File: src/rtl/lup_pkg.sv
`default_nettype none

package lup_pkg;

    localparam int SAMPLE_W = 16;
    // The interpolation numerator stays below 7 * 32768 in magnitude, even
    // one step past the last output, so 19 signed bits hold every value.
    localparam int NUM_W    = 19;
    localparam int DELTA_W  = SAMPLE_W + 1;
    localparam int PHASE_W  = 8;

    localparam logic [PHASE_W-1:0] CYCLE_LAST    = 8'd146;
    localparam logic [PHASE_W-1:0] EXTRA_PHASE_A = 8'd1;
    localparam logic [PHASE_W-1:0] EXTRA_PHASE_B = 8'd49;
    localparam logic [PHASE_W-1:0] EXTRA_PHASE_C = 8'd98;

    localparam logic [2:0] N_SHORT = 3'd4;
    localparam logic [2:0] N_LONG  = 3'd5;

    // floor(x / 5) == (x * 52429) >> 18 for every x below 2^18.
    localparam int          RECIP_SHIFT = 18;
    localparam logic [15:0] RECIP5      = 16'd52429;

    typedef struct packed {
        logic signed [NUM_W-1:0]   num;
        logic signed [DELTA_W-1:0] delta;
        logic                      n5;
    } lup_entry_t;

endpackage

`default_nettype wire

File: src/rtl/linear_upsampler_147_to_640_top.sv
`default_nettype none

// Linear-interpolation upsampler, 147 inputs to 640 outputs (11025 Hz to
// 48 kHz). Each accepted mono Q15 sample produces four or five results, set by
// a phase counter that cycles over 147 inputs; each result carries the same
// value on left and right, and m_last_of_run marks the final one. Results
// leave one per cycle while m_ready is held high and samples keep arriving;
// the single result port bounds the rate. A two-entry queue sits
// between the input stage and the interpolator, so the next sample is taken
// while the current one is still being expanded. The first sample after
// reset interpolates from zero.
module linear_upsampler_147_to_640_top (
    input  wire logic                                aclk,
    input  wire logic                                aresetn,
    input  wire logic                                s_valid,
    output logic                                     s_ready,
    input  wire logic signed [lup_pkg::SAMPLE_W-1:0] s_sample_in,
    output logic                                     m_valid,
    input  wire logic                                m_ready,
    output logic signed [lup_pkg::SAMPLE_W-1:0]      m_left_out,
    output logic signed [lup_pkg::SAMPLE_W-1:0]      m_right_out,
    output logic                                     m_last_of_run
);
    import lup_pkg::*;

    lup_entry_t push_data;
    lup_entry_t pop_data;
    logic       push;
    logic       pop;
    logic       full;
    logic       empty;

    lup_front u_front (
        .aclk        (aclk),
        .aresetn     (aresetn),
        .s_valid     (s_valid),
        .s_ready     (s_ready),
        .s_sample_in (s_sample_in),
        .q_full      (full),
        .q_push      (push),
        .q_push_data (push_data)
    );

    lup_queue u_queue (
        .aclk      (aclk),
        .aresetn   (aresetn),
        .push      (push),
        .push_data (push_data),
        .full      (full),
        .pop       (pop),
        .pop_data  (pop_data),
        .empty     (empty)
    );

    lup_back u_back (
        .aclk          (aclk),
        .aresetn       (aresetn),
        .q_empty       (empty),
        .q_pop_data    (pop_data),
        .q_pop         (pop),
        .m_valid       (m_valid),
        .m_ready       (m_ready),
        .m_left_out    (m_left_out),
        .m_right_out   (m_right_out),
        .m_last_of_run (m_last_of_run)
    );

endmodule

`default_nettype wire

File: src/rtl/lup_front.sv
`default_nettype none

module lup_front (
    input  wire logic                            aclk,
    input  wire logic                            aresetn,
    input  wire logic                            s_valid,
    output logic                                 s_ready,
    input  wire logic signed [lup_pkg::SAMPLE_W-1:0] s_sample_in,
    input  wire logic                            q_full,
    output logic                                 q_push,
    output lup_pkg::lup_entry_t                  q_push_data
);
    import lup_pkg::*;

    logic signed [SAMPLE_W-1:0] prev_reg, prev_next;
    logic [PHASE_W-1:0]         phase_reg, phase_next;
    logic [1:0]                 mod3_reg, mod3_next;
    logic                       n5;
    logic signed [NUM_W-1:0]    prev_ext, curr_ext;

    assign s_ready = !q_full;
    assign q_push  = s_valid && !q_full;

    // The mod-3 counter runs beside the phase; 147 is a multiple of 3, so
    // both wrap together.
    always_comb begin
        n5 = (phase_reg == EXTRA_PHASE_A) || (phase_reg == EXTRA_PHASE_B) ||
             (phase_reg == EXTRA_PHASE_C) || (mod3_reg == 2'd0);
        prev_ext = NUM_W'(prev_reg);
        curr_ext = NUM_W'(s_sample_in);
        q_push_data.n5    = n5;
        q_push_data.delta = DELTA_W'(s_sample_in) - DELTA_W'(prev_reg);
        if (n5) begin
            q_push_data.num = (prev_ext <<< 2) + curr_ext;
        end else begin
            q_push_data.num = (prev_ext <<< 1) + prev_ext + curr_ext;
        end
    end

    always_comb begin
        prev_next  = prev_reg;
        phase_next = phase_reg;
        mod3_next  = mod3_reg;
        if (q_push) begin
            prev_next = s_sample_in;
            if (phase_reg >= CYCLE_LAST) begin
                phase_next = '0;
                mod3_next  = 2'd0;
            end else begin
                phase_next = phase_reg + 1'b1;
                mod3_next  = (mod3_reg == 2'd2) ? 2'd0 : mod3_reg + 2'd1;
            end
        end
    end

    always_ff @(posedge aclk) begin
        if (!aresetn) begin
            prev_reg  <= '0;
            phase_reg <= '0;
            mod3_reg  <= '0;
        end else begin
            prev_reg  <= prev_next;
            phase_reg <= phase_next;
            mod3_reg  <= mod3_next;
        end
    end

endmodule

`default_nettype wire

File: src/rtl/lup_queue.sv
`default_nettype none

module lup_queue (
    input  wire logic                aclk,
    input  wire logic                aresetn,
    input  wire logic                push,
    input  wire lup_pkg::lup_entry_t push_data,
    output logic                     full,
    input  wire logic                pop,
    output lup_pkg::lup_entry_t      pop_data,
    output logic                     empty
);
    import lup_pkg::*;

    lup_entry_t entry_reg [2];
    logic       wr_ptr_reg, wr_ptr_next;
    logic       rd_ptr_reg, rd_ptr_next;
    logic [1:0] count_reg, count_next;

    assign full     = (count_reg == 2'd2);
    assign empty    = (count_reg == 2'd0);
    assign pop_data = entry_reg[rd_ptr_reg];

    always_comb begin
        wr_ptr_next = push ? !wr_ptr_reg : wr_ptr_reg;
        rd_ptr_next = pop  ? !rd_ptr_reg : rd_ptr_reg;
        count_next  = count_reg + {1'b0, push} - {1'b0, pop};
    end

    always_ff @(posedge aclk) begin
        if (push) begin
            entry_reg[wr_ptr_reg] <= push_data;
        end
    end

    always_ff @(posedge aclk) begin
        if (!aresetn) begin
            wr_ptr_reg <= 1'b0;
            rd_ptr_reg <= 1'b0;
            count_reg  <= '0;
        end else begin
            wr_ptr_reg <= wr_ptr_next;
            rd_ptr_reg <= rd_ptr_next;
            count_reg  <= count_next;
        end
    end

`ifndef SYNTHESIS
    a_count_bound: assert property (@(posedge aclk) disable iff (!aresetn)
        count_reg != 2'd3)
        else $error("queue count out of range");
    a_no_overflow: assert property (@(posedge aclk) disable iff (!aresetn)
        push |-> count_reg != 2'd2)
        else $error("push into a full queue");
    a_no_underflow: assert property (@(posedge aclk) disable iff (!aresetn)
        pop |-> count_reg != 2'd0)
        else $error("pop from an empty queue");
    a_ptr_track: assert property (@(posedge aclk) disable iff (!aresetn)
        (count_reg == 2'd0 || count_reg == 2'd2) |-> wr_ptr_reg == rd_ptr_reg)
        else $error("queue pointers disagree with count");
`endif

endmodule

`default_nettype wire

File: src/rtl/lup_back.sv
`default_nettype none

module lup_back (
    input  wire logic                             aclk,
    input  wire logic                             aresetn,
    input  wire logic                             q_empty,
    input  wire lup_pkg::lup_entry_t              q_pop_data,
    output logic                                  q_pop,
    output logic                                  m_valid,
    input  wire logic                             m_ready,
    output logic signed [lup_pkg::SAMPLE_W-1:0]   m_left_out,
    output logic signed [lup_pkg::SAMPLE_W-1:0]   m_right_out,
    output logic                                  m_last_of_run
);
    import lup_pkg::*;

    logic                       active_reg, active_next;
    logic signed [NUM_W-1:0]    num_reg, num_next;
    logic signed [DELTA_W-1:0]  delta_reg, delta_next;
    logic                       n5_reg, n5_next;
    logic [2:0]                 k_reg, k_next;

    logic                       m_valid_reg, m_valid_next;
    logic signed [SAMPLE_W-1:0] out_reg, out_next;
    logic                       last_reg, last_next;

    logic                       issue;
    logic                       last;
    logic                       neg;
    logic signed [NUM_W-1:0]    num_rnd;
    logic signed [NUM_W-1:0]    num_neg;
    logic [NUM_W-2:0]           mag;
    logic [NUM_W-2+16:0]        prod;
    logic [SAMPLE_W-1:0]        q5;
    logic signed [SAMPLE_W-1:0] quotient;

    assign issue = active_reg && (!m_valid_reg || m_ready);
    assign last  = (k_reg == (n5_reg ? N_LONG : N_SHORT));
    assign q_pop = !q_empty && (!active_reg || (issue && last));

    // Division toward zero: by 4 with a bias on negative values, by 5 via
    // a reciprocal multiply on the magnitude.
    always_comb begin
        neg     = num_reg[NUM_W-1];
        num_rnd = num_reg + (neg ? NUM_W'(3) : NUM_W'(0));
        num_neg = -num_reg;
        mag     = neg ? num_neg[NUM_W-2:0] : num_reg[NUM_W-2:0];
        prod    = (NUM_W-1+16)'(mag) * (NUM_W-1+16)'(RECIP5);
        q5      = prod[RECIP_SHIFT+SAMPLE_W-1:RECIP_SHIFT];
        if (n5_reg) begin
            quotient = neg ? SAMPLE_W'(-q5) : q5;
        end else begin
            quotient = num_rnd[SAMPLE_W+1:2];
        end
    end

    always_comb begin
        active_next = active_reg;
        num_next    = num_reg;
        delta_next  = delta_reg;
        n5_next     = n5_reg;
        k_next      = k_reg;
        if (issue) begin
            num_next = num_reg + NUM_W'(delta_reg);
            k_next   = k_reg + 3'd1;
            if (last) begin
                active_next = 1'b0;
            end
        end
        if (q_pop) begin
            active_next = 1'b1;
            num_next    = q_pop_data.num;
            delta_next  = q_pop_data.delta;
            n5_next     = q_pop_data.n5;
            k_next      = 3'd1;
        end
    end

    always_comb begin
        out_next     = out_reg;
        last_next    = last_reg;
        m_valid_next = m_valid_reg && !m_ready;
        if (issue) begin
            out_next     = quotient;
            last_next    = last;
            m_valid_next = 1'b1;
        end
    end

    always_ff @(posedge aclk) begin
        if (!aresetn) begin
            active_reg  <= 1'b0;
            m_valid_reg <= 1'b0;
            k_reg       <= '0;
        end else begin
            active_reg  <= active_next;
            m_valid_reg <= m_valid_next;
            k_reg       <= k_next;
        end
    end

    always_ff @(posedge aclk) begin
        num_reg   <= num_next;
        delta_reg <= delta_next;
        n5_reg    <= n5_next;
        out_reg   <= out_next;
        last_reg  <= last_next;
    end

    assign m_valid       = m_valid_reg;
    assign m_left_out    = out_reg;
    assign m_right_out   = out_reg;
    assign m_last_of_run = last_reg;

`ifndef SYNTHESIS
    a_k_range: assert property (@(posedge aclk) disable iff (!aresetn)
        active_reg |-> (k_reg >= 3'd1) && (k_reg <= (n5_reg ? N_LONG : N_SHORT)))
        else $error("output index out of range");
    a_pop_starts_run: assert property (@(posedge aclk) disable iff (!aresetn)
        q_pop |=> active_reg && (k_reg == 3'd1))
        else $error("run did not start at the first output");
    a_mid_run_continues: assert property (@(posedge aclk) disable iff (!aresetn)
        (issue && !last) |=> active_reg)
        else $error("run ended before its last output");
`endif

endmodule

`default_nettype wire
File: config.mk
export PLATFORM = sky130hd
export DESIGN_NAME = linear_upsampler_147_to_640_top
export DESIGN_NICKNAME = d
export VERILOG_FILES = /design/src/rtl/lup_pkg.sv /design/src/rtl/linear_upsampler_147_to_640_top.sv /design/src/rtl/lup_front.sv /design/src/rtl/lup_queue.sv /design/src/rtl/lup_back.sv
export SDC_FILE = /design/constraint.sdc
export NUM_CORES = 1
export LEC_CHECK = 0
export BUFFER_PORTS_ARGS = -buffer_cell sky130_fd_sc_hd__buf_4
export CORE_ASPECT_RATIO = 2
export CORE_MARGIN = 4
export CORE_UTILIZATION = 40
export DETAILED_ROUTE_END_ITERATION = 10
export SLEW_MARGIN = 10
export SYNTH_ARGS = -nofsm -noshare
export SYNTH_HDL_FRONTEND = slang
export SYNTH_SLANG_ARGS = --single-unit
File: constraint.sdc
create_clock -name aclk -period 7.3 [get_ports aclk]
set_input_delay 0.73 -clock aclk [delete_from_list [all_inputs] [get_ports aclk]]
set_output_delay 0.73 -clock aclk [all_outputs]
set_load 0.03 [all_outputs]
# == After elaboration in Yosys (flattened, before gate mapping) ==
# Memories as Yosys holds them, arrays and structs flattened. A register that Yosys moved wholly into a read port is not among the register bits.
# Cells that the tools add are included.
# totals
reg_bits,89
mem_bits_rw,74
in_bits,20
out_inout_bits,35
mem_count,1
# classes
n_addsub,13
multipliers,1
magnitude_cmp,1
eq_ne,6
mux,21
bitwise,1
reduce_logical,23
# memory_table
memory,depth,width,read_ports,rd_ports_with_merged_regs,wr,line_no,rtl
u_queue.entry_reg,2,37,1,1,1,lup_queue.sv:15,lup_entry_t entry_reg [2];
# ops
cell,count
$mux W19,3
$add A18 B16 Y19,2
$mul A18 B16 Y34 const B,1
$mux W16,2
$add A19 B17 Y19,1
$add A17 B16 Y18,1
$add A18 B18 Y18,1
$mux W18,1
$neg A18 Y18,1
$sub A16 B16 Y17,1
$neg A16 Y16,1
$mux W1,11
$add A8 B1 Y8 const B,1
$eq A8 B1 Y1 const B,1
$eq A8 B6 Y1 const B,1
$eq A8 B7 Y1 const B,1
$ge A8 B8 Y1 const B,1
$mux W8,1
$logic_not A1 Y1,7
$mux W2,3
$logic_and A1 B1 Y1,5
$logic_or A1 B1 Y1,5
$eq A2 B2 Y1 const B,2
$logic_not A2 Y1,2
9 further kinds,10

# == Depth between registers and ports, before layout ==
# Gate-level depths: netlist of run 1.
# depth
depth_word,8
mapped_depth,29

# == Modules after synthesis ==
# From an unflattened synthesis of run 1, not the netlist that was laid out.
# unflattened
hier_cells,1646
hier_area_um2,16547.1
# modules_own_cells
mod,n_inst,cells_each,area_per_inst_um2,seq_area_each_um2
lup_back,1,1027,9663.0,1721.7
lup_front,1,483,3836.2,520.5
lup_queue,1,136,3047.9,2322.2

# == Worst setup path before layout of run 1 ==
# OpenSTA, ideal clock, no wires.
# synth_path
path_type,reg2reg
startpoint,register u_back.num_reg[10]
endpoint,register u_back.out_reg[15] (netlist: u_back.m_left_out[15]) (data pin)
arrival_ns,7.690
path_slack_ns,-0.657
stages_incl_launch_ff,29
n_path_buf,2
cell_sequence,edfxtp_1 clkbuf_1 or4_1 or4_1 nor3_1 nor2_1 xor2_1 ha_1 ha_1 inv_1 fa_1 inv_1 fa_1 fa_1 inv_1 fa_1 inv_1 ha_1 buf_4 nand2_2 or3_4 o21a_1 a21o_2 o21ai_0 mux2i_1 o211ai_1 o41a_1 xnor2_1 mux2i_1
# synth_between
elab_chain_cells,6
elab_cells_between_ends,7
# synth_rtl
element,line_no,rtl
from (decl),lup_back.sv:18,"logic signed [NUM_W-1:0] num_reg, num_next;"
from (signal assigned),lup_back.sv:103,num_reg <= num_next;
$neg A18 Y18,lup_back.sv:46,num_neg = -num_reg;
$mux W18,lup_back.sv:47,mag = neg ? num_neg[NUM_W-2:0] : num_reg[NUM_W-2:0];
$mul A18 B16 Y34,lup_back.sv:48,prod = (NUM_W-1+16)'(mag) * (NUM_W-1+16)'(RECIP5);
$neg A16 Y16,lup_back.sv:51,quotient = neg ? SAMPLE_W'(-q5) : q5;
$mux W16,lup_back.sv:51,
$mux W16 *,lup_back.sv:50,if (n5_reg) begin
net u_back.quotient[15],lup_back.sv:35,logic signed [SAMPLE_W-1:0] quotient;
to (signal assigned),lup_back.sv:106,out_reg <= out_next;
to (decl),lup_back.sv:24,"logic signed [SAMPLE_W-1:0] out_reg, out_next;"
# Mark *: on every way through the listed nets, which the timed path passes. The rest lies on a longest branch.
# A chain may end at the register's enable or synchronous reset.

# == Worst setup path after layout of run 1 ==
# layout_path
startpoint,register u_back.num_reg[8]
endpoint,register u_back.out_reg[15] (netlist: u_back.m_left_out[15]) (data pin)
# Same word-level chain as after synthesis.

==> qor.yml, run 1 <==
run_status:
  status: "completed"
clock_tree:
  numCtsBuffers: 17
  path_clk_slew_ns: 0.07
  worstSkewPairLatency_ns: 0.45
  cts_sinks: 164
  ctsHoldBuffers: 0
  cts_tree: "done"
  htreeDepth: 4
  cts_root_buf: "clkbuf_16"
  cts_buffer_depth: 2
route:
  wl_um: 42700
  drc: 0
  first_pass_iters: 4
  wl_per_cell_um: 18.2
  vias: 11872
  drtAntennaViolNets: 0
  drt-initial-drc-count: 423
  avgViaCountPerCell: 5.07
sta:
  fin_crit_ns: 7.20
  setup_ws_ns: 0.0991
  rsz0062_at_grt: "true"
  whs_ns: 0.478
  period_share_pct: 98.6
  finalHoldViolCount: 0
  setup_viol: 0
  worst_slew_pin_slew_ns: 1.09
  clock_skew_ns: 0.0184
  max_slew_margin_pct: 27.3
  max_freq_mhz: 139
  drv_slew: 0
die:
  start_util_pct: 40.4
  pin_count: 55
  die-area_sq_mm: 0.0431
  coreArea_sq_mm: 0.0393
  die_h_um: 290
  die-width_um: 149
  row_count: 103
cells_and_area:
  final_common_cell: "inv_1"
  drive_gt1_share_pct: 20.9
  syn_to_final_growth_pct: 21.0
  antennaDiodeCount: 0
  largest_reg_flops: 74
  final_cell_mix: "239 x inv_1, 213 x buf_4, 203 x ha_1, 128 x edfxtp_1, 112 x nand2_1"
  fin_cells: 2340
  fin_nets: 2145
  final_area_sq_mm: 0.0192
placement:
  dp_cells: 2285
  dp_hpwl_um: 36100
  post_dp_cell_area_sq_mm: 0.0178
  pre_cts_slack_ns: -0.231
  gp_congestion: 0.958
  port-buffer-count: 54
critical_path:
  cp-start-kind: "flop"
  max_stage_delay_ns: 0.53
  critPathTopFamily: "adder cells"
  crit_top_cell: "fa_1"
  path_buf_inv: 5
  path_class: "flop to flop"
  reg2reg_from: "u_back.num_reg[8]"
  rrSetupSlack_ns: 0.1
  reg2reg_to: "u_back.m_left_out[15]"
  cp_slowest_cell: "fa_1"
  worstPathArrival_ns: 7.38
  critical_path_required_ns: 7.48
  path_max_fanout: 4
  end_kind: "flop"
  reg2reg_depth: 26
logic_synthesis:
  avgSynthCellArea_sq_um: 9.83
  synth_cell_types: 75
  syn_nets: 1958
  synth_area_sq_mm: 0.0159
  yosys.area_share.simple_pct: 10.3
  synth_compound_area_share_pct: 12.0
  synth.area.mux_share_pct: 2.93
  yosys_warnings: 0
  synth_cells: 1615
  synth_top_family_by_area: "adder cells"
  synth-edff-count: 128
  synthAdderAreaFrac_pct: 30.5
  synth.top_cells.by_area: "edfxtp_1 24%, ha_1 17%, fa_1 13%"
  synthFlopType: "edfxtp_1"
  synth.top_cell.area_share_pct: 24.2
  yosysTopAreaCell: "edfxtp_1"
  synthArstFlopShare_pct: 0
  yosys_register_bits: 164
  yosysSeqAreaShare_pct: 28.7
  synth_xor_area_share_pct: 8.05
grt:
  grtUsageTotal_pct: 20.1
  grt_pass1_wl_um: 65700
  grt_max_degree: 55
  grt_remaining_overflow: 0
  grt_pass1_vias: 12636
  antenna_found_initial: 0
flow_run:
  maxCapViolations: 0
hold_path:
  holdPathEnd: "u_back.m_valid"
  hold_path_depth: 2
  holdCritStartpoint: "u_back.active_reg"
  hold_class: "flop to flop"
[cells in the mapped netlist (12+ instances only)]
cell type and instances:
o21ai_0 60, nor2b_1 20, fa_1 106, nor2_1 102, xnor2_1 87, dfxtp_1 36, a21o_1 25, nor3_1 31
mux2i_1 24, xor2_1 57, nand3_1 21, nand2b_1 12, a21boi_0 26, buf_4 20, edfxtp_1 128, mux2_2 20
clkbuf_1 22, nand2_1 113, inv_1 242, a21oi_1 88, ha_1 217, a31oi_1 12
[through the flow]
stage	TNS (ns)	utilization, %
6_report	0	48.9
5_1_grt	-0.881	48.9
4_1_cts	0	47.3
3_5_place_dp	-1.53	45.3
3_3_place_gp	-0.629	45.3
2_1_floorplan	-0.181	-
[layout make-up]
cell class	instances	area (sq um)
Timing Repair Buffer	218	1660
Fill cell	3621	20100
Tap cell	525	657
Inverter	244	916
Multi-Input combinational cell	1157	10800
Clock buffer	18	429
Sequential cell	164	4570
Clock inverter	14	199
[what timing repair did]
| action | CTS | global route |
|---|---|---|
| setup endpoints to repair | 12 | 15 |
| gates resized for setup | 25 | 86 |
| pin swaps | 16 | 38 |
| buffers inserted | 7 | 16 |
[metal layers]
metal	up-vias	routed length, um	track usage [%]
met5	-	0	0
met4	0	3180	13.6
met3	116	740	1.93
met2	209	25700	41.9
met1	5676	13100	17.0
li1	5871	-	-
[worst max-delay path by stage]
stage / from / endpoint / slack (ns) / depth (start not counted)
3_5_place_dp: u_back.num_reg[6] / u_back.m_left_out[15] / -0.23 / 28
5_1_grt: u_back.num_reg[8] / u_back.m_left_out[15] / -0.20 / 26
4_1_cts: u_back.num_reg[0] / u_back.m_left_out[15] / 0.005 / 26
6_report: u_back.num_reg[8] / u_back.m_left_out[15] / 0.1 / 26
2_1_floorplan: u_back.num_reg[9] / u_back.m_left_out[15] / -0.18 / 27
3_3_place_gp: u_back.num_reg[6] / u_back.m_left_out[2] / -0.14 / 30
[tightest hold or removal path, delay by kind of cell (launching register included)]
| kind | cells | cell delay, ns |
|---|---|---|
| buffers and inverters | 1 | 0.05 |
| DFF | 1 | 0.32 |
| AOI/OAI and AO/OA | 1 | 0.06 |
[cell families (layout without fill, tap and decap cells)]
group,after synthesis,in the layout
compound gates,293,293
flops,164,164
fa+ha+maj,323,323
buf+inv,294,494
simple gates,352,352
xor+xnor,145,145
mux,44,44
Power of run 1 is left out: the tool's default activity adds up to more than one toggle a clock period on the data nets, which glitch-free logic cannot reach.
==> run 2: changes to the inputs <==
--- a/config.mk
+++ b/config.mk
@@ -13,4 +13,5 @@
 export SLEW_MARGIN = 10
 export SYNTH_ARGS = -nofsm -noshare
 export SYNTH_HDL_FRONTEND = slang
+export SYNTH_HIERARCHICAL = 1
 export SYNTH_SLANG_ARGS = --single-unit
==> run 2 against run 1 <==
The flow now finishes with violations (setup timing). Worst setup slack lost 0.76 ns. Wire length is 0.58% lower. Global-route usage down 1.0 points. Final cell count rose by 2.6%. Die area grew 4.0%. Non-clock buffer count increased by 25. Sequential cell count is the same. Synthesized cell count is 1.9% higher. Final area increased by 3.2%. Hold slack got worse by 0.00086 ns. Critical endpoint is now u_back/m_left_out[15]. Largest cell class unchanged.
==> qor.yml, run 2 <==
run_status:
  status: "finished, violations left"
  violations: "setup timing"
sta:
  setup_viol: 13  # +13
  period_share_pct: 109  # +10 points
  clock_skew_ns: 0.0105  # -0.00785 ns
  finalHoldViolCount: 0  # unchanged
  fin_tns_setup_ns: -6.48  # -6.48 ns
  max_freq_mhz: 126  # -9.6%
  setup_ws_ns: -0.663  # -0.763 ns
  fin_crit_ns: 7.96  # +0.763 ns
  rsz0062_at_grt: "true"
  worst_slew_pin_slew_ns: 1.06  # -0.0315 ns
  whs_ns: 0.477  # -0.000864 ns
  max_slew_margin_pct: 29.2  # +1.9 points
  drv_slew: 0  # unchanged
hold_path:
  holdCritStartpoint: "u_front/mod3_reg[0]"
  holdPathEnd: "u_front/mod3_reg[0]"
  hold_path_depth: 2  # unchanged
  hold_class: "flop to flop"
route:
  wl_per_cell_um: 17.7  # -3.1%
  wl_um: 42400  # -0.58%
  first_pass_iters: 6  # +2
  drc: 0  # unchanged
  drtAntennaViolNets: 0  # unchanged
  avgViaCountPerCell: 5.16  # +1.8%
  drt-initial-drc-count: 325  # -23%
  vias: 12399  # +4.4%
logic_synthesis:
  yosysTopAreaCell: "edfxtp_1"
  synthFlopType: "edfxtp_1"
  synth_cell_types: 93  # +24%
  yosysSeqAreaShare_pct: 27.6  # -1.2 points
  synth_cells: 1646  # +1.9%
  synth-edff-count: 128  # unchanged
  synth.top_cell.area_share_pct: 23.2  # -0.98 points
  yosys_register_bits: 164  # unchanged
  yosys_warnings: 6  # +6
  syn_nets: 1989  # +1.6%
  synthTopCellsByCount: "239 x inv_1, 217 x ha_1, 128 x edfxtp_1, 113 x nand2_1, 106 x fa_1"
  avgSynthCellArea_sq_um: 10.1  # +2.2%
  synth_area_sq_mm: 0.0165  # +4.2%
  synth.top_cells.by_area: "edfxtp_1 23%, ha_1 16%, fa_1 13%"
  post-synth-top-count-cell: "inv_1"
  synthArstFlopShare_pct: 0  # unchanged
placement:
  post_dp_cell_area_sq_mm: 0.0187  # +5.2%
  port-buffer-count: 54  # unchanged
  dp_hpwl_um: 36200  # +0.21%
  gp_congestion: 0.945  # -1.4%
  pre_cts_slack_ns: -0.712  # -0.481 ns
die:
  die-area_sq_mm: 0.0449  # +4.0%
  coreArea_sq_mm: 0.0410  # +4.3%
  pin_count: 55  # unchanged
  row_count: 105  # +1.9%
  die-width_um: 152  # +2.0%
  die_h_um: 296  # +2.0%
  start_util_pct: 40.4  # about the same
cells_and_area:
  final_cell_mix: "234 x buf_4, 233 x inv_1, 209 x ha_1, 128 x edfxtp_1, 110 x nand2_1"
  final_area_sq_mm: 0.0198  # +3.2%
  drive_gt1_share_pct: 22.9  # +2.0 points
  antennaDiodeCount: 0  # unchanged
  fin_nets: 2196  # +2.4%
  syn_to_final_growth_pct: 19.8
  largest_reg_flops: 74  # unchanged
  final_common_cell: "buf_4"
critical_path:
  path_buf_inv: 6  # +1
  rrSetupSlack_ns: -0.66  # -0.76 ns
  reg2reg_depth: 29  # +12%
  critPathTopFamily: "simple AND/OR/NAND/NOR gates"
  worstPathArrival_ns: 8.24  # +0.86 ns
  reg2reg_from: "u_back/num_reg[5]"
  path_class: "flop to flop"
  crit_top_cell: "fa_1"
  critical_path_required_ns: 7.58  # +0.10 ns
  cp-start-kind: "flop"
  max_stage_delay_ns: 0.55  # +0.02 ns
  reg2reg_to: "u_back/m_left_out[15]"
  end_kind: "flop"
  path_max_fanout: 3  # -1
  cp_slowest_cell: "or4_4"
clock_tree:
  htreeDepth: 4  # unchanged
  cts_root_buf: "clkbuf_16"
  cts_buffer_depth: 2  # unchanged
  numCtsBuffers: 17  # unchanged
  cts_tree: "done"
  path_clk_slew_ns: 0.07  # about the same
  worstSkewPairLatency_ns: 0.44  # about the same
  ctsHoldBuffers: 0  # unchanged
  cts_sinks: 164  # unchanged
grt:
  grt_max_degree: 39  # -29%
  grt_pass1_wl_um: 67300  # +2.5%
  grt_pass1_vias: 13479  # +6.7%
  grt_remaining_overflow: 0  # unchanged
  grtUsageTotal_pct: 19.0  # -1.0 points
  antenna_found_initial: 0  # unchanged
flow_run:
  maxCapViolations: 0  # unchanged
## run 2: how the worst max path moves through the flow
stage	from	cells after the start	end	slack (ns)
after floorplan	u_back/num_reg[3]	30	u_back/m_left_out[15]	-0.69
after global placement	u_back/num_reg[5]	27	u_back/m_left_out[15]	-0.67
after detailed placement	u_back/num_reg[5]	29	u_back/m_left_out[15]	-0.71
after CTS	u_back/num_reg[5]	30	u_back/m_left_out[13]	-0.60
after global routing	u_back/num_reg[5]	28	u_back/m_left_out[15]	-0.96
final	u_back/num_reg[5]	29	u_back/m_left_out[15]	-0.66
## run 2: final cells by class
type	instances	area, sq um
clock buffer	17	425
clock inverter	15	170
fill	3879	21200
inverter	241	905
multi-input combinational	1186	11200
sequential	164	4570
tap	535	669
timing repair buffer	243	1860
## run 2: worst reg2reg max path, delay by kind of cell (launching register included)
family	cells	cell delay (ns)
buffers and inverters	6	0.35
multiplexers	1	0.31
adder cells (fa/ha/maj)	7	2.81
XOR/XNOR	1	0.17
AND/OR/NAND/NOR	9	2.90
flip-flops	1	0.38
AO/OA/AOI/OAI	5	0.88
## run 2: through the flow
step	std cells	utilization, %
floorplan	1646	-
global placement	2354	45.7
detailed placement	2354	45.7
CTS	2397	47.9
global route	2401	48.4
finish	2401	48.4
## run 2: per-layer routing
| metal | GRT usage, % | vias to the layer above | part of all wire (%) |
|---|---|---|---|
| li1 | - | 6096 | - |
| met1 | 15.9 | 5962 | 31 |
| met2 | 39.7 | 205 | 58 |
| met3 | 1.72 | 136 | 1.4 |
| met4 | 14.6 | 0 | 8.6 |
| met5 | 0 | - | 0 |
## run 2: cell families (layout without fill, tap and decap cells)
family | after synthesis | count (layout) | synth area share, %
fa+ha+maj | 323 | 323 | 29.2
simple gates | 332 | 332 | 9.72
buf+inv | 296 | 516 | 7.74
mux | 46 | 46 | 3.86
compound gates | 335 | 335 | 13.7
flops | 164 | 164 | 27.6
xor+xnor | 150 | 150 | 8.11
## run 2: timing repair
action | in CTS | in global routing
hold endpoints to repair | 0 | 0
setup buffers | 12 | 6
setup endpoints to repair | 15 | 15
resized for setup | 40 | 31
pin swaps | 25 | 20
Power of run 2 is left out for the same reason.
==> run 3: changes to the inputs <==
--- a/config.mk
+++ b/config.mk
@@ -9,7 +9,9 @@
 export CORE_ASPECT_RATIO = 2
 export CORE_MARGIN = 4
 export CORE_UTILIZATION = 40
+export CTS_CLUSTER_DIAMETER = 120
 export DETAILED_ROUTE_END_ITERATION = 10
+export SETUP_SLACK_MARGIN = 0.5
 export SLEW_MARGIN = 10
 export SYNTH_ARGS = -nofsm -noshare
 export SYNTH_HDL_FRONTEND = slang
==> constraint.sdc (replaced) <==
create_clock -name aclk -period 8.4 [get_ports aclk]
set_input_delay 0.84 -clock aclk [delete_from_list [all_inputs] [get_ports aclk]]
set_output_delay 0.84 -clock aclk [all_outputs]
set_load 0.03 [all_outputs]
==> run 3 against run 2 <==
The run now ends clean. Non-clock buffer count down 120. Clock-buffer cell count up 2. Maximum frequency down 0.54%. Hold slack worse by 0.0037 ns. Register-to-register slack better by 1.1 ns. Final cell count down 5.0%. Global-route usage down 0.29 points. First-iteration DRC count up 27%. Largest cell class unchanged. Highest routed layer unchanged.
==> qor.yml, run 3 (synthesis results as in run 2) <==
clock_tree:
  cts_sinks: 164  # unchanged
  numCtsBuffers: 17  # unchanged
  worstSkewPairLatency_ns: 0.43  # about the same
  cts_buffer_depth: 2  # unchanged
  cts_root_buf: "clkbuf_16"
  cts_tree: "done"
  path_clk_slew_ns: 0.08  # about the same
  htreeDepth: 4  # unchanged
  ctsHoldBuffers: 0  # unchanged
run_status:
  status: "completed"
die:
  start_util_pct: 40.4  # unchanged
  row_count: 105  # unchanged
  die-area_sq_mm: 0.0449  # unchanged
  die_h_um: 296  # unchanged
  die-width_um: 152  # unchanged
  coreArea_sq_mm: 0.0410  # unchanged
  pin_count: 55  # unchanged
grt:
  grt_max_degree: 40  # +2.6%
  grtUsageTotal_pct: 18.8  # -0.29 points
  grt_pass1_wl_um: 66500  # -1.2%
  grt_remaining_overflow: 0  # unchanged
  antenna_found_initial: 0  # unchanged
  grt_pass1_vias: 12938  # -4.0%
cells_and_area:
  final_cell_mix: "229 x inv_1, 199 x ha_1, 128 x edfxtp_1, 118 x buf_4, 110 x nand2_1"
  fillers: 3908  # +0.75%
  largest_reg_flops: 74  # unchanged
  fin_cells: 2281  # -5.0%
  syn_to_final_growth_pct: 14.4
  fin_nets: 2076  # -5.5%
  antennaDiodeCount: 0  # unchanged
  drive_gt1_share_pct: 17.7  # -5.2 points
  final_common_cell: "inv_1"
hold_path:
  hold_class: "flop to flop"
  holdCritStartpoint: "u_front/mod3_reg[0]"
  holdPathEnd: "u_front/mod3_reg[0]"
  hold_path_depth: 2  # unchanged
critical_path:
  cp.depth: 25  # -14%
  max_stage_delay_ns: 0.58  # +0.03 ns
  critical_path_required_ns: 8.65  # +1.07 ns
  worstPathArrival_ns: 8.26  # +0.02 ns
  end_kind: "flop"
  rrSetupSlack_ns: 0.39  # +1.06 ns
  reg2reg_to: "u_back/m_left_out[15]"
  cp-start-kind: "flop"
  path_buf_inv: 3  # -3
  critPathTopFamily: "adder cells"
  reg2reg_from: "u_back/num_reg[5]"
  cp_slowest_cell: "fa_1"
  crit_top_cell: "fa_1"
  path_max_fanout: 5  # +2
  path_class: "flop to flop"
  reg2reg_depth: 25  # -14%
route:
  drt-initial-drc-count: 414  # +27%
  avgViaCountPerCell: 5.22  # +1.2%
  first_pass_iters: 5  # -1
  drtAntennaViolNets: 0  # unchanged
  vias: 11915  # -3.9%
  drc: 0  # unchanged
  wl_um: 41900  # -1.1%
  wl_per_cell_um: 18.4  # +4.1%
sta:
  max_freq_mhz: 125  # -0.54%
  whs_ns: 0.473  # -0.00370 ns
  worst_slew_pin_slew_ns: 1.07  # +0.0133 ns
  fin_tns_setup_ns: 0  # +6.48 ns
  period_share_pct: 95.3  # -14 points
  rsz0062_at_grt: "true"
  setup_viol: 0  # -13
  clock_skew_ns: 0.0151  # +0.00458 ns
  drv_slew: 0  # unchanged
  fin_crit_ns: 8.01  # +0.0434 ns
  finalHoldViolCount: 0  # unchanged
  max_slew_margin_pct: 28.3  # -0.89 points
placement:
  dp_cells: 2214  # -5.9%
  gp_congestion: 0.958  # +1.3%
  port-buffer-count: 54  # unchanged
  dp_hpwl_um: 35100  # -3.2%
flow_run:
  maxCapViolations: 0  # unchanged
run 3: cell count changes in the layout (fill, tap and decap cells not counted), sizes merged:
cell,before,now
bufinv,2,1
clkinv,4,3
inv,247,250
buf,243,123
clkbuf,17,19
clkinvlp,3,0
run 3: worst max path at each step:
| stage | from | to | slack [ns] |
|---|---|---|---|
| floorplan | u_back/num_reg[3] | u_back/m_left_out[15] | 0.41 |
| global placement | u_back/num_reg[1] | u_back/m_left_out[15] | 0.25 |
| detailed placement | u_back/num_reg[5] | u_back/m_left_out[15] | 0.15 |
| CTS | u_back/num_reg[5] | u_back/m_left_out[15] | 0.44 |
| global route | u_back/num_reg[5] | u_back/m_left_out[15] | 0.16 |
| finish | u_back/num_reg[5] | u_back/m_left_out[15] | 0.39 |
run 3: what timing repair did:
action / CTS / global route
setup endpoints to repair: 10 / 14
pin swaps: 18 / 27
resized for setup: 23 / 52
buffers inserted: 14 / 21
run 3: stage by stage:
stage / cell area, sq um / utilization, % / setup slack [ns]
after floorplan: 16700 / - / 0.406
after global placement: 17600 / 43.0 / 0.249
after detailed placement: 17600 / 43.0 / 0.151
after CTS: 18500 / 45.2 / 0.437
after global routing: 18900 / 46.2 / 0.164
final: 18900 / 46.2 / 0.393
run 3: per-layer routing:
layer / part of all wire [%] / track usage (%) / up-vias
met3: 1.5 / 1.66 / 111
met5: 0 / 0 / -
met1: 32 / 16.2 / 5782
met4: 7.8 / 12.8 / 0
met2: 59 / 39.3 / 194
li1: - / - / 5828
run 3: worst min-delay path: cells and delay by family (launching register included):
kind | cells | cell delay (ns)
simple gates | 1 | 0.05
compound gates | 1 | 0.05
flops | 1 | 0.32
run 3: layout make-up:
type | instances | area [sq um] | share of cell area (%)
Clock buffer | 19 | 475 | 2.51
Clock inverter | 13 | 120 | 0.635
Inverter | 241 | 907 | 4.79
Multi-Input combinational cell | 1186 | 11200 | 59.4
Sequential cell | 164 | 4570 | 24.1
Tap cell | 535 | 669 | 3.54
Timing Repair Buffer | 123 | 942 | 4.98
Power of run 3 is left out for the same reason.
